[src/rtl/core/format_string_text_formatter_unit_macros.svh]
// ---------------------------------------------------------------------------
// Assertion macros for the text formatter
// ---------------------------------------------------------------------------
`ifndef FORMAT_STRING_TEXT_FORMATTER_UNIT_MACROS_SVH
`define FORMAT_STRING_TEXT_FORMATTER_UNIT_MACROS_SVH

// Implication checked every clock edge, masked during reset.
`define FSTF_ASSERT_IMP(label, clk, rst_n, pre, post, msg) \
    label: assert property (@(posedge clk) disable iff (!rst_n) (pre) |-> (post)) \
        else $error(msg);

// Next-cycle implication.
`define FSTF_ASSERT_NXT(label, clk, rst_n, pre, post, msg) \
    label: assert property (@(posedge clk) disable iff (!rst_n) (pre) |=> (post)) \
        else $error(msg);

`endif

[src/rtl/core/fstf_pkg.sv]
// ---------------------------------------------------------------------------
// fstf_pkg
// Types and constants shared by the text formatter modules.
// ---------------------------------------------------------------------------
package fstf_pkg;

    localparam int LONG_BITS_DEF = 64;
    localparam int MAX_WIDTH_DEF = 64;

    localparam logic [1:0] OP_FMT  = 2'd0;
    localparam logic [1:0] OP_NUM  = 2'd1;
    localparam logic [1:0] OP_STR  = 2'd2;
    localparam logic [1:0] OP_NULL = 2'd3;

    localparam logic [2:0] CV_NONE = 3'd0;
    localparam logic [2:0] CV_C    = 3'd1;
    localparam logic [2:0] CV_LX   = 3'd2;
    localparam logic [2:0] CV_UX   = 3'd3;
    localparam logic [2:0] CV_P    = 3'd4;
    localparam logic [2:0] CV_D    = 3'd5;
    localparam logic [2:0] CV_U    = 3'd6;

    typedef struct packed {
        logic [1:0]  opcode;
        logic [7:0]  format_char;
        logic [63:0] arg_word;
    } t_in_item;

    typedef struct packed {
        logic [7:0] text_char;
        logic       run_last;
        logic       sequence_error;
    } t_out_item;

    // Job handed from the parser to the number unit.
    typedef struct packed {
        logic [63:0] value;
        logic        dec;
        logic        upper;
        logic        zpad;
        logic [6:0]  width;
        logic        neg;
        logic        pfx;
    } t_num_job;

    function automatic logic [7:0] hex_char(input logic [3:0] d, input logic upper);
        logic [7:0] c;
        if (d < 4'd10) c = 8'h30 + {4'd0, d};
        else if (upper) c = 8'h41 + {4'd0, d} - 8'd10;
        else c = 8'h61 + {4'd0, d} - 8'd10;
        return c;
    endfunction

endpackage

[src/rtl/core/fstf_num.sv]
// ---------------------------------------------------------------------------
// fstf_num
// Digit-serial number emitter: decimal by shift-subtract, hex by nibbles.
// ---------------------------------------------------------------------------
module fstf_num #(
    parameter int MAX_WIDTH = fstf_pkg::MAX_WIDTH_DEF
) (
    input  logic               i_clk,
    input  logic               i_rst_n,
    input  logic               i_start,
    input  fstf_pkg::t_num_job i_job,
    output logic               o_busy,
    output logic               o_valid,
    output logic [7:0]         o_char,
    output logic               o_last,
    input  logic               i_take
);
    localparam logic [2:0] S_IDLE = 3'd0;
    localparam logic [2:0] S_DIV  = 3'd1;
    localparam logic [2:0] S_PRE  = 3'd2;
    localparam logic [2:0] S_PAD  = 3'd3;
    localparam logic [2:0] S_DIG  = 3'd4;

    logic [2:0]  r_st, n_st;
    logic [63:0] r_q, n_q;
    logic [3:0]  r_rem, n_rem;
    logic [6:0]  r_bit, n_bit;
    logic [79:0] r_dig, n_dig;     // digit stack, nibble per digit, top at [3:0]
    logic [4:0]  r_nd, n_nd;
    logic [6:0]  r_pad, n_pad;
    logic [1:0]  r_pre, n_pre;     // prefix chars left: '-' or "0x"
    logic        r_pfx, n_pfx;
    logic        r_dec, n_dec;
    logic        r_up, n_up;
    logic        r_zp, n_zp;

    logic [4:0] w_tr;
    logic [3:0] w_rs;

    always_comb begin
        n_st = r_st; n_q = r_q; n_rem = r_rem; n_bit = r_bit; n_dig = r_dig;
        n_nd = r_nd; n_pad = r_pad; n_pre = r_pre; n_pfx = r_pfx; n_dec = r_dec;
        n_up = r_up; n_zp = r_zp;
        w_tr = {r_rem, r_q[63]};
        w_rs = (w_tr >= 5'd10) ? 4'(w_tr - 5'd10) : w_tr[3:0];
        o_valid = 1'b0; o_char = 8'h00; o_last = 1'b0;
        unique case (r_st)
            S_IDLE: begin
                if (i_start) begin
                    n_q = i_job.value; n_dec = i_job.dec; n_up = i_job.upper;
                    n_zp = i_job.zpad; n_pad = i_job.width; n_rem = 4'd0;
                    n_bit = 7'd0; n_nd = 5'd0; n_dig = '0;
                    n_pfx = i_job.pfx;
                    n_pre = i_job.pfx ? 2'd2 : (i_job.neg ? 2'd1 : 2'd0);
                    n_st = S_DIV;
                end
            end
            S_DIV: begin
                if (r_dec) begin
                    // one quotient bit per cycle
                    n_q = {r_q[62:0], w_tr >= 5'd10};
                    n_rem = w_rs;
                    n_bit = r_bit + 7'd1;
                    if (r_bit == 7'd63) begin
                        n_dig = {r_dig[75:0], w_rs};
                        n_nd = r_nd + 5'd1;
                        n_rem = 4'd0; n_bit = 7'd0;
                        if ({r_q[62:0], w_tr >= 5'd10} == 64'd0) n_st = S_PRE;
                    end
                end else begin
                    n_dig = {r_dig[75:0], r_q[3:0]};
                    n_nd = r_nd + 5'd1;
                    n_q = {4'd0, r_q[63:4]};
                    if (r_q[63:4] == 60'd0) n_st = S_PRE;
                end
                if (n_st == S_PRE)
                    n_pad = (r_pad > {2'd0, n_nd}) ? r_pad - {2'd0, n_nd} : 7'd0;
            end
            S_PRE: begin
                if (r_pre == 2'd0) n_st = (r_pad != 7'd0) ? S_PAD : S_DIG;
                else begin
                    o_valid = 1'b1;
                    o_char = (!r_pfx) ? 8'h2d : (r_pre == 2'd2 ? 8'h30 : 8'h78);
                    if (i_take) n_pre = r_pre - 2'd1;
                end
            end
            S_PAD: begin
                o_valid = 1'b1;
                o_char = r_zp ? 8'h30 : 8'h20;
                if (i_take) begin
                    n_pad = r_pad - 7'd1;
                    if (r_pad == 7'd1) n_st = S_DIG;
                end
            end
            S_DIG: begin
                o_valid = 1'b1;
                o_char = fstf_pkg::hex_char(r_dig[3:0], r_up);
                o_last = (r_nd == 5'd1);
                if (i_take) begin
                    n_dig = {4'd0, r_dig[79:4]};
                    n_nd = r_nd - 5'd1;
                    if (r_nd == 5'd1) n_st = S_IDLE;
                end
            end
            default: n_st = S_IDLE;
        endcase
    end

    assign o_busy = (r_st != S_IDLE);

    always_ff @(posedge i_clk) begin
        if (!i_rst_n) r_st <= S_IDLE;
        else          r_st <= n_st;
        r_q <= n_q; r_rem <= n_rem; r_bit <= n_bit; r_dig <= n_dig; r_nd <= n_nd;
        r_pad <= n_pad; r_pre <= n_pre; r_pfx <= n_pfx; r_dec <= n_dec;
        r_up <= n_up; r_zp <= n_zp;
    end

    `include "format_string_text_formatter_unit_macros.svh"
    `FSTF_ASSERT_IMP(a_no_start_busy, i_clk, i_rst_n, o_busy, !i_start, "start while busy")
    `FSTF_ASSERT_IMP(a_width_cap, i_clk, i_rst_n, i_start, i_job.width <= 7'(MAX_WIDTH), "width over cap")
    `FSTF_ASSERT_IMP(a_dig_count, i_clk, i_rst_n, r_st == S_DIG, r_nd != 5'd0 && r_nd <= 5'd20, "digit count")
endmodule

[src/rtl/core/format_string_text_formatter_unit.sv]
// ---------------------------------------------------------------------------
// format_string_text_formatter_unit
// printf-style formatter: format bytes and arguments in, text bytes out.
// ---------------------------------------------------------------------------
// One item at a time. o_ready drops from the accepting edge until the last
// character caused by the beat has been loaded into the output register;
// a beat that causes no character leaves o_ready high. A format or string
// beat holds the input while its queued characters go out. A hex or pointer
// argument is accepted, its significant nibbles are stacked, then the output
// characters follow. A decimal argument runs a bit-serial divide by ten per
// digit (up to 20 digits), then its output characters follow. A receiver
// stall holds the emitter as well. No reset sweep.
module format_string_text_formatter_unit #(
    parameter int LONG_BITS = fstf_pkg::LONG_BITS_DEF,
    parameter int MAX_WIDTH = fstf_pkg::MAX_WIDTH_DEF
) (
    input  logic                i_clk,
    input  logic                i_rst_n,
    input  logic                i_valid,
    output logic                o_ready,
    input  fstf_pkg::t_in_item  i_data,
    output logic                o_valid,
    input  logic                i_ready,
    output fstf_pkg::t_out_item o_data
);
    localparam logic [2:0] PH_LIT = 3'd0, PH_PCT = 3'd1, PH_WID = 3'd2, PH_CNV = 3'd3,
                           PH_ARG = 3'd4, PH_STR = 3'd5, PH_STRM = 3'd6;
    localparam logic [1:0] E_IDLE = 2'd0, E_Q = 2'd1, E_NUM = 2'd2;
    localparam logic [6:0] WCAP = 7'(MAX_WIDTH);
    localparam logic [63:0] LMASK = (LONG_BITS == 64) ? '1 : ((64'd1 << LONG_BITS) - 64'd1);

    logic [2:0]  r_ph, n_ph;
    logic        r_zp, n_zp;
    logic [6:0]  r_w, n_w;
    logic        r_l, n_l;
    logic [2:0]  r_cv, n_cv;
    logic [1:0]  r_em, n_em;
    logic [47:0] r_qc, n_qc;       // queued literal chars, next at [7:0]
    logic [2:0]  r_qn, n_qn;
    logic        r_qerr, n_qerr;
    logic        r_ov, n_ov;
    fstf_pkg::t_out_item r_od, n_od;

    logic               w_start, w_nv, w_nl, w_nbusy, w_take, w_ok, w_acc;
    logic [7:0]         w_nc;
    fstf_pkg::t_num_job w_job;
    logic [7:0]         b;
    logic [1:0]         op;
    logic [63:0]        w_v, w_sb, w_mask;
    logic [10:0]        w_wid;

    assign op = i_data.opcode;
    assign b = i_data.format_char;
    assign o_ready = (r_em == E_IDLE) && !w_nbusy;
    assign w_acc = i_valid && o_ready;
    assign o_valid = r_ov;
    assign o_data = r_od;
    assign w_take = !r_ov || i_ready;

    fstf_num #(.MAX_WIDTH(MAX_WIDTH)) u_num (
        .i_clk(i_clk), .i_rst_n(i_rst_n), .i_start(w_start), .i_job(w_job),
        .o_busy(w_nbusy), .o_valid(w_nv), .o_char(w_nc), .o_last(w_nl),
        .i_take(w_take && r_em == E_NUM)
    );

    always_comb begin
        n_ph = r_ph; n_zp = r_zp; n_w = r_w; n_l = r_l; n_cv = r_cv; n_em = r_em;
        n_qc = r_qc; n_qn = r_qn; n_qerr = r_qerr; n_ov = r_ov; n_od = r_od;
        w_start = 1'b0;
        w_mask = r_l ? LMASK : 64'h0000_0000_FFFF_FFFF;
        w_sb = r_l ? (64'd1 << (LONG_BITS - 1)) : 64'h0000_0000_8000_0000;
        w_v = i_data.arg_word & w_mask;
        w_wid = {1'b0, r_w, 3'b0} + {3'b0, r_w, 1'b0} + {3'd0, b - 8'h30};
        w_job = '{value: w_v, dec: 1'b1, upper: 1'b0, zpad: 1'b0, width: 7'd0,
                  neg: 1'b0, pfx: 1'b0};
        if (r_ov && i_ready) n_ov = 1'b0;
        unique case (r_ph)
            PH_LIT, PH_PCT, PH_WID, PH_CNV: w_ok = (op == fstf_pkg::OP_FMT);
            PH_ARG:  w_ok = (op == fstf_pkg::OP_NUM);
            PH_STR:  w_ok = (op == fstf_pkg::OP_STR) || (op == fstf_pkg::OP_NULL);
            PH_STRM: w_ok = (op == fstf_pkg::OP_STR);
            default: w_ok = 1'b0;
        endcase
        if (w_acc) begin
            n_qn = 3'd0; n_qc = '0; n_qerr = 1'b0; n_em = E_Q;
            if (!w_ok) begin
                if (r_ph > PH_STRM) begin
                    n_ph = PH_LIT; n_zp = 1'b0; n_w = 7'd0; n_l = 1'b0; n_cv = fstf_pkg::CV_NONE;
                end
                n_qn = 3'd1; n_qerr = 1'b1;
            end else if (op == fstf_pkg::OP_FMT) begin
                if (b == 8'h00) begin
                    n_ph = PH_LIT; n_zp = 1'b0; n_w = 7'd0; n_l = 1'b0; n_cv = fstf_pkg::CV_NONE;
                end else if (r_ph == PH_LIT) begin
                    if (b == 8'h25) begin
                        n_ph = PH_PCT; n_zp = 1'b0; n_w = 7'd0; n_l = 1'b0;
                        n_cv = fstf_pkg::CV_NONE;
                    end else begin
                        n_qc[7:0] = b; n_qn = 3'd1;
                    end
                end else if (r_ph == PH_PCT && b == 8'h30) begin
                    n_zp = 1'b1; n_ph = PH_WID;
                end else if ((r_ph == PH_PCT || r_ph == PH_WID) && b >= 8'h30 && b <= 8'h39) begin
                    n_w = (w_wid > {4'd0, WCAP}) ? WCAP : w_wid[6:0];
                    n_ph = PH_WID;
                end else if ((r_ph == PH_PCT || r_ph == PH_WID) && b == 8'h6c) begin
                    n_l = 1'b1; n_ph = PH_CNV;
                end else begin
                    n_ph = PH_ARG;
                    unique case (b)
                        8'h63: n_cv = fstf_pkg::CV_C;
                        8'h78: n_cv = fstf_pkg::CV_LX;
                        8'h58: n_cv = fstf_pkg::CV_UX;
                        8'h70: n_cv = fstf_pkg::CV_P;
                        8'h64: n_cv = fstf_pkg::CV_D;
                        8'h75: n_cv = fstf_pkg::CV_U;
                        8'h73: begin n_cv = fstf_pkg::CV_NONE; n_ph = PH_STR; end
                        8'h25: begin n_ph = PH_LIT; n_qc[7:0] = 8'h25; n_qn = 3'd1; end
                        default: begin
                            n_ph = PH_LIT;
                            if (r_l) begin n_qc[23:0] = {b, 8'h6c, 8'h25}; n_qn = 3'd3; end
                            else     begin n_qc[15:0] = {b, 8'h25};        n_qn = 3'd2; end
                        end
                    endcase
                    if (n_ph == PH_LIT) begin
                        n_zp = 1'b0; n_w = 7'd0; n_l = 1'b0; n_cv = fstf_pkg::CV_NONE;
                    end
                end
            end else if (op == fstf_pkg::OP_NUM) begin
                n_ph = PH_LIT; n_zp = 1'b0; n_w = 7'd0; n_l = 1'b0; n_cv = fstf_pkg::CV_NONE;
                unique case (r_cv)
                    fstf_pkg::CV_C: begin n_qc[7:0] = i_data.arg_word[7:0]; n_qn = 3'd1; end
                    fstf_pkg::CV_LX, fstf_pkg::CV_UX: begin
                        w_job.dec = 1'b0; w_job.upper = (r_cv == fstf_pkg::CV_UX);
                        w_job.zpad = r_zp; w_job.width = r_w;
                        w_start = 1'b1; n_em = E_NUM;
                    end
                    fstf_pkg::CV_P: begin
                        w_job.dec = 1'b0; w_job.pfx = 1'b1;
                        w_job.value = {32'd0, i_data.arg_word[31:0]};
                        w_start = 1'b1; n_em = E_NUM;
                    end
                    fstf_pkg::CV_D: begin
                        if ((w_v & w_sb) != 64'd0) begin
                            w_job.neg = 1'b1;
                            w_job.value = (~w_v + 64'd1) & w_mask;
                            if (w_job.value == 64'd0) w_job.value = w_sb;
                        end
                        w_start = 1'b1; n_em = E_NUM;
                    end
                    default: begin w_start = 1'b1; n_em = E_NUM; end
                endcase
            end else if (op == fstf_pkg::OP_NULL) begin
                n_qc = {8'h29, 8'h6c, 8'h6c, 8'h75, 8'h6e, 8'h28}; n_qn = 3'd6;
                n_ph = PH_LIT; n_zp = 1'b0; n_w = 7'd0; n_l = 1'b0; n_cv = fstf_pkg::CV_NONE;
            end else begin
                if (b == 8'h00) begin
                    n_ph = PH_LIT; n_zp = 1'b0; n_w = 7'd0; n_l = 1'b0; n_cv = fstf_pkg::CV_NONE;
                end else begin
                    n_qc[7:0] = b; n_qn = 3'd1; n_ph = PH_STRM;
                end
            end
            if (n_em == E_Q && n_qn == 3'd0) n_em = E_IDLE;
        end else if (r_em == E_Q) begin
            if (w_take) begin
                n_ov = 1'b1;
                n_od = '{text_char: r_qc[7:0], run_last: (r_qn == 3'd1),
                         sequence_error: r_qerr};
                n_qc = {8'd0, r_qc[47:8]};
                n_qn = r_qn - 3'd1;
                if (r_qn == 3'd1) n_em = E_IDLE;
            end
        end else if (r_em == E_NUM) begin
            if (w_take && w_nv) begin
                n_ov = 1'b1;
                n_od = '{text_char: w_nc, run_last: w_nl, sequence_error: 1'b0};
                if (w_nl) n_em = E_IDLE;
            end
        end
    end

    always_ff @(posedge i_clk) begin
        if (!i_rst_n) begin
            r_ph <= PH_LIT; r_zp <= 1'b0; r_w <= 7'd0; r_l <= 1'b0;
            r_cv <= fstf_pkg::CV_NONE; r_em <= E_IDLE; r_ov <= 1'b0; r_qn <= 3'd0;
        end else begin
            r_ph <= n_ph; r_zp <= n_zp; r_w <= n_w; r_l <= n_l;
            r_cv <= n_cv; r_em <= n_em; r_ov <= n_ov; r_qn <= n_qn;
        end
        r_qc <= n_qc; r_qerr <= n_qerr; r_od <= n_od;
    end

    `include "format_string_text_formatter_unit_macros.svh"
    `FSTF_ASSERT_IMP(a_ready_idle, i_clk, i_rst_n, o_ready, r_em == E_IDLE && !w_nbusy, "ready while busy")
    `FSTF_ASSERT_IMP(a_width_sat, i_clk, i_rst_n, 1'b1, r_w <= WCAP, "width over cap")
    `FSTF_ASSERT_NXT(a_num_start, i_clk, i_rst_n, w_start, r_em == E_NUM, "number job lost")
    `FSTF_ASSERT_IMP(a_err_single, i_clk, i_rst_n, r_ov && r_od.sequence_error, r_od.run_last, "error beat not last")
endmodule
[config.mk]
export PLATFORM = sky130hd
export DESIGN_NAME = format_string_text_formatter_unit
export DESIGN_NICKNAME = d
export VERILOG_FILES = /design/src/rtl/core/fstf_pkg.sv /design/src/rtl/core/fstf_num.sv /design/src/rtl/core/format_string_text_formatter_unit.sv
export VERILOG_INCLUDE_DIRS = /design/src /design/src/rtl/core
export SDC_FILE = /design/constraint.sdc
export NUM_CORES = 1
export LEC_CHECK = 0
export CORE_MARGIN = 2
export CORE_UTILIZATION = 40
export DETAILED_ROUTE_END_ITERATION = 16
export DONT_BUFFER_PORTS = 1
export PLACE_DENSITY = 0.64
export SYNTH_ARGS = -nofsm -noshare
export SYNTH_HDL_FRONTEND = slang
export SYNTH_SLANG_ARGS = --single-unit
[constraint.sdc]
create_clock -name i_clk -period 15.1 [get_ports i_clk]
set_input_delay 1.51 -clock i_clk [delete_from_list [all_inputs] [get_ports i_clk]]
set_output_delay 1.51 -clock i_clk [all_outputs]
set_load 0.01 [all_outputs]
# Word level (Yosys, flattened, before mapping)
# Cells that the tools add are included.
[classes] mux=210 magnitude_cmp=7 bitwise=8 n_addsub=17 n_eq_ne=63 reduce_logical=66
[op_table] operator="$mux 64" count=6
[op_table] operator="$mux 80" count=4
[op_table] operator="$mux 76" count=4
[op_table] operator="$pmux 64 s2" count=2
[op_table] operator="$pmux 80 s3" count=1
[op_table] operator="$and 64x64->64" count=3
[op_table] operator="$mux 48" count=4
[op_table] operator="$mux 3" count=54
[op_table] operator="$mux 7" count=22
[op_table] operator="$mux 24" count=6
[op_table] operator="$logic_not 64->1" count=2
[op_table] operator="$mux 8" count=11
[op_table] operator="$mux 38" count=2
[op_table] operator="$add 64x1->64 const B" count=1
[op_table] operator="$eq 8x7->1 const B" count=8
[op_table] operator="$not 64->64" count=1
[op_table] operator="$reduce_bool 64->1" count=1
[op_table] operator="$logic_not 60->1" count=1
[op_table] operator="$mux 16" count=3
[op_table] operator="$mux 1" count=43
[op_table] operator="$mux 10" count=4
[op_table] operator="$mux 2" count=20
[op_table] operator="$mux 5" count=6
[op_table] operator="$pmux 8 s3" count=1
[op_table] operator="77 further kinds" count=161
[totals] regBits=256 elab_cells=396 output_inout_bits=12 inputBits=78

# Depth between registers and ports, before layout
[logic_depth] word_depth=20 ltp_mapped=17 mapped_depth_nobuf=17

# Hierarchy
# From an unflattened synthesis, not the netlist that was laid out.
[unflattened] hier_cells=1804 area_unflattened_um2=16557.1
[by_module_without_submodules] module="fstf_num" n_inst=1 cells_per_inst=756 seq_area_each_um2=5255.0 area_each_um2=8924.8
[by_module_without_submodules] module="format_string_text_formatter_unit" n_inst=1 cells_per_inst=1048 seq_area_each_um2=1681.6 area_each_um2=7632.3

# Worst setup path before layout
# Ideal clock, no wire load.
[synth_timing] path_type="input-to-reg" startpoint="input i_data[72] in the netlist's numbering" endpoint="register u_num.r_bit[0], enable pin" path_buffers=1 arrival_ns=8.487 t_required_ns=14.751 slack_ns=6.264 path_stages=10 setup_ns=0.349 cell_sequence="clkbuf_1 > or3b_2 > a21oi_1 > o21ai_0 > nand2_1 > nand2_1 > nor3_1 > nor2_1 > nor3_1 > o21a_1"
[synth_between] elab_chain_cells=7 elab_cells_between_ends=12 cone_classes="eq/ne (4); mux (5); reduce/logical (3)"
[synth_lines] element="start: declaration" line="format_string_text_formatter_unit.sv:21" source="input fstf_pkg::t_in_item i_data,"
[synth_lines] element="$eq 2x2->1, or another cell as far along" line="format_string_text_formatter_unit.sv:80, format_string_text_formatter_unit.sv:81"
[synth_lines] element="$logic_or 1x1->1 or $mux 1 (tied branches)" line="format_string_text_formatter_unit.sv:80, format_string_text_formatter_unit.sv:129"
[synth_lines] element="$pmux 1 s4 or $mux 1 (tied branches)" line="format_string_text_formatter_unit.sv:77, format_string_text_formatter_unit.sv:91"
[synth_lines] element="$mux 1 *" line="format_string_text_formatter_unit.sv:86" source="if (!w_ok) begin"
[synth_lines] element="$mux 1 *" line="format_string_text_formatter_unit.sv:84" source="if (w_acc) begin"
[synth_lines] element="$ne 2x1->1 (no line) *"
[synth_lines] element="$reduce_and 3->1 (no line) *"
[synth_lines] element="end signal: assignment" line="fstf_num.sv:114" source="r_q <= n_q; r_rem <= n_rem; r_bit <= n_bit; r_dig <= n_dig; r_nd <= n_nd;"
[synth_lines] element="end: declaration" line="fstf_num.sv:27" source="logic [6:0] r_bit, n_bit;"
# Every way passes the cells marked *; elsewhere a longest branch is shown, timed or not.
# A chain may end at the register's enable or synchronous reset.

# Final worst setup path
[layout_timing] startpoint="input i_data[6] in the netlist's numbering" endpoint="register u_num.r_q[45] (data pin)"
[layout_between] elab_chain_cells=14 elab_cells_between_ends=16 cone_classes="add/sub (1); mux (9); bitwise (4); reduce/logical (2)"
[layout_lines] element="$and 64x64->64 *" line="format_string_text_formatter_unit.sv:72" source="w_v = i_data.arg_word & w_mask;"
[layout_lines] element="$not 64->64" line="format_string_text_formatter_unit.sv:146" source="w_job.value = (~w_v + 64'd1) & w_mask;"
[layout_lines] element="$add 64x1->64" line="format_string_text_formatter_unit.sv:146"
[layout_lines] element="$and 64x64->64" line="format_string_text_formatter_unit.sv:146"
[layout_lines] element="$logic_not 64->1" line="format_string_text_formatter_unit.sv:147" source="if (w_job.value == 64'd0) w_job.value = w_sb;"
[layout_lines] element="$mux 64" line="format_string_text_formatter_unit.sv:147"
[layout_lines] element="$mux 64 *" line="format_string_text_formatter_unit.sv:144" source="if ((w_v & w_sb) != 64'd0) begin"
[layout_lines] element="$pmux 64 s2 *" line="format_string_text_formatter_unit.sv:131" source="unique case (r_cv)"
[layout_lines] element="$mux 76 *" line="format_string_text_formatter_unit.sv:129" source="end else if (op == fstf_pkg::OP_NUM) begin"
[layout_lines] element="$mux 76 *" line="format_string_text_formatter_unit.sv:91" source="end else if (op == fstf_pkg::OP_FMT) begin"
[layout_lines] element="$mux 76 *" line="format_string_text_formatter_unit.sv:86"
[layout_lines] element="$mux 76 *" line="format_string_text_formatter_unit.sv:84"
[layout_lines] element="$mux 64 *" line="fstf_num.sv:49" source="if (i_start) begin"
[layout_lines] element="$pmux 64 s2 *" line="fstf_num.sv:47" source="unique case (r_st)"
[layout_lines] element="named net u_num.n_q[45]" line="fstf_num.sv:25" source="logic [63:0] r_q, n_q;"
[layout_lines] element="end signal: assignment" line="fstf_num.sv:114"
[layout_lines] element="end: declaration" line="fstf_num.sv:25"
# Mark *: on every way through the listed nets, which the timed path passes. The rest lies on a longest branch. The select of a mux whose other input is x is not followed.

==> out/qor.csv <==
stage,metric,value,unit
timing,smallest setup slack after layout,9360,ps
synthesis,ys flop type,edfxtp_1,
worst_hold_path,Hold Crit Depth,2,
timing,Fin. Hold Viols,0,
timing,RSZ-0062 raised after global routing,no,
route,initial drt markers,1614,
global_route,initial antenna violation count,0,
synthesis,synth unique cells,79,
route,Routed Antenna Nets,0,
route,DRT Wirelength,46.6,mm
place,post-DP HPWL,33.0,mm
power_and_ir_drop,Cell Pwr Density,91.8,nW/um^2
setup_path,Setup crit end kind,flip-flop,
power_and_ir_drop,LEAKAGE,5.62,nW
route,drt pass-1 iters,5,
synthesis,#FFs+latches synth,239,
global_route,first-pass GRT wire length,73.3,mm
global_route,Global Route Usage Sum,22.1,%
die,IO Pins,90,
timing,crit share post-route,38.0,%
clock_network,number of buffers created by CTS,27,
timing,slew margin rel.,28.1,%
job,max capacitance violation total,0,
timing,post-layout min period,5740,ps
worst_hold_path,worst hold start,r_qn[2],
synthesis,multiplexer area fraction after synthesis,4.17,%
setup_path,R2R depth,12,
clock_network,CTS tree,yes,
timing,worst clock skew,11.7,ps
worst_hold_path,Hold Path Class,reg2reg,
setup_path,Critical path origin,i_data[6],
global_route,vias in the first global route,12800,
clock_network,clock buffer depth,3,
timing,endpoints failing setup,0,
synthesis,Gate Count Post-Synth,1666,
clock_network,clock sink count,239,
timing,post-route setup TNS,0,ps
synthesis,Post-Synth Adder-Cell Area,3.39,%
clock_network,CTS root buffer,clkbuf_16,
power_and_ir_drop,Max VDD drop,0.0870,mV
synthesis,number of synthesized flops with an enable pin,215,
clock_network,PostCTS Resize Cnt,0,
route,Vias/cell,6.25,
synthesis,asr flop ratio synth,0,%
synthesis,"Seq/Total Area, Yosys",43.6,%
timing,fin. max-slew vios,0,
timing,Tightest Pin Transition,1080,ps
clock_network,"Hold-fix buffers, CTS",0,
clock_network,clk slew on worst S/H paths,60,ps
global_route,largest net degree at the start of global routing,83,
synthesis,Simple-Gate Fraction of Synth Area,19.8,%
die,Core ar.,39500,sq um
setup_path,critical path required time,15340,ps
setup_path,CP Class,in2reg,
place,Port Buffers,0,
die,Die Ht,204,um
route,drt wl/cell,21.9,um
setup_path,Critical Path Start Type,input pin,
route,Via Count,13300,
die,die area,41400,sq um
cells_and_area,Layout Utilization,43.0,%
synthesis,syn_area_per_cell,9.56,sq um
synthesis,post-synthesis compound-gate area fraction,19.7,%
setup_path,worst reg2reg startpoint,u_num.r_st[1],
synthesis,Synth Net Count,1783,
die,# rows,73,
place,GPL Wtd Cong,0.944,
clock_network,Worst-Skew Late Latency,540,ps
synthesis,post-synthesis xor/xnor area fraction,5.23,%
clock_network,Post-CTS Setup Inserts,0,
synthesis,Synth Warn #,0,
synthesis,combinational family with the most area after synthesis,simple AND/OR/NAND/NOR gates,
clock_network,H-tree depth,1,
cells_and_area,Final Net Count,1698,
route,DRC viols,0,
timing,f_max,174,MHz
setup_path,CP Max Fanout,16,
cells_and_area,share of layout cells above drive strength 1,5.20,%
die,die extent in x,204,um
place,Place WS,8930,ps
cells_and_area,synthesis-to-layout area growth,6.79,%
setup_path,worst path arrival time,5980,ps
outcome,outcome,"finished, final reports clean",
synthesis,Syn Std Cell Area,15900,sq um
die,Initial Util,40.3,%
global_route,grt ovf,0,
==> layout by cell type, fill, tap and decap left out, types with 8 or more instances in the layout <==
master,netlist,layout
o21ai_0,81,81
a31oi_1,18,18
nor4_1,46,46
nand2_1,128,128
a22o_1,80,80
nand3b_1,8,8
clkbuf_1,122,10
nor2_1,124,123
nor2b_1,27,26
a21boi_0,10,10
and3_1,17,17
or2_2,10,10
nor3_1,52,51
a211oi_1,9,9
ha_1,32,32
a22oi_1,18,18
edfxtp_1,215,215
clkbuf_16,0,27
nand2b_1,14,13
o221ai_1,12,12
nand3_1,40,40
inv_1,42,42
xnor2_1,60,60
mux2i_1,63,63
and2_1,26,26
a21o_1,19,19
or3_1,21,21
nand4_1,20,20
o31ai_1,17,17
o21a_1,12,11
buf_4,0,17
a21oi_1,95,95
dfxtp_1,24,24
o22ai_1,31,31
or4_1,23,23
xor2_1,35,35
==> flip-flops by register name, indices dropped and copies added, names as in the netlist, 2 cells and up <==
name         flops
o_data          10
r_cv             3
r_em             2
r_ph             3
r_qc            31
r_qn             3
r_w              7
u_num.r_bit      7
u_num.r_dig     80
u_num.r_nd       5
u_num.r_pad      7
u_num.r_pre      2
u_num.r_q       64
u_num.r_rem      4
u_num.r_st       3
==> layer usage <==
metal / up-vias / wire, um / part of all wire, % / GRT usage (%)
li1: 6169 / - / - / -
met1: 6426 / 20900 / 45 / 31.2
met2: 555 / 21200 / 45 / 34.9
met3: 120 / 2890 / 6.2 / 2.94
met4: 0 / 1570 / 3.4 / 8.06
met5: - / 0 / 0 / 0
==> logic make-up (layout without fill, tap and decap cells) <==
| kind of cell | after synthesis | count (layout) |
|---|---|---|
| other | 0 | 1 |
| AO/OA/AOI/OAI | 459 | 459 |
| XOR/XNOR | 95 | 95 |
| adder cells (fa/ha/maj) | 39 | 39 |
| multiplexers | 66 | 66 |
| buffers and inverters | 173 | 103 |
| AND/OR/NAND/NOR | 595 | 595 |
| flip-flops | 239 | 239 |
==> cells in the mapped netlist, types with 14 or more instances <==
cell,count,area (sq um)
nor3_1,52,260
o31ai_1,17,128
nor2b_1,27,169
a31oi_1,18,113
nand4_1,20,125
a22oi_1,18,135
inv_1,42,158
o21ai_0,81,405
nand3_1,40,200
clkbuf_1,122,458
a21oi_1,95,475
or4_1,23,173
xnor2_1,60,526
dfxtp_1,24,480
and3_1,17,106
edfxtp_1,215,6460
and2_1,26,163
nor2_1,124,465
nor4_1,46,288
nand2_1,128,480
or3_1,21,131
a21o_1,19,143
a22o_1,80,701
xor2_1,35,307
nand2b_1,14,87.6
mux2i_1,63,631
ha_1,32,400
o22ai_1,31,194
==> metrics by stage <==
stage          power (mW)  hold WS [ps]  cell area [sq um]  cells
2_1_floorplan       0.938           452              15900   1666
3_3_place_gp        0.971           471              16200   2077
3_5_place_dp        0.975           500              16200   2077
4_1_cts              1.57           507              17000   2121
5_1_grt              1.62           531              17000   2121
6_report             1.56           510              17000   2122
==> final timing paths <==
path / endpoint / slack, ps
max: u_num.r_q[45] / 9360
min: r_qn[2] / 510
max reg2reg: u_num.r_dig[68] / 10170
min reg2reg: r_qn[2] / 510
==> report_power, final <==
group	switching, mW	internal [mW]
logic	0.107	0.0641
registers	0.0225	0.771
clock network	0.260	0.335
==> final cells by class <==
class                           count  area [sq um]
Antenna cell                        1          2.50
Timing Repair Buffer               17           128
Clock buffer                       39           741
Sequential cell                   239          6940
Clock inverter                      5          25.0
Multi-Input combinational cell   1254          8360
Tap cell                          525           657
Inverter                           42           158
Fill cell                        3847         22500
==> critical path: stages <==
cell	delay [ps]
nor3_1	630
nand4_1	520
or4_1	950
nor4_1	340
o22ai_1	110
or4_1	510
o41a_1	400
or3_1	560
nand2_2	270
o221ai_1	160
(Power assumes the default switching activity.)
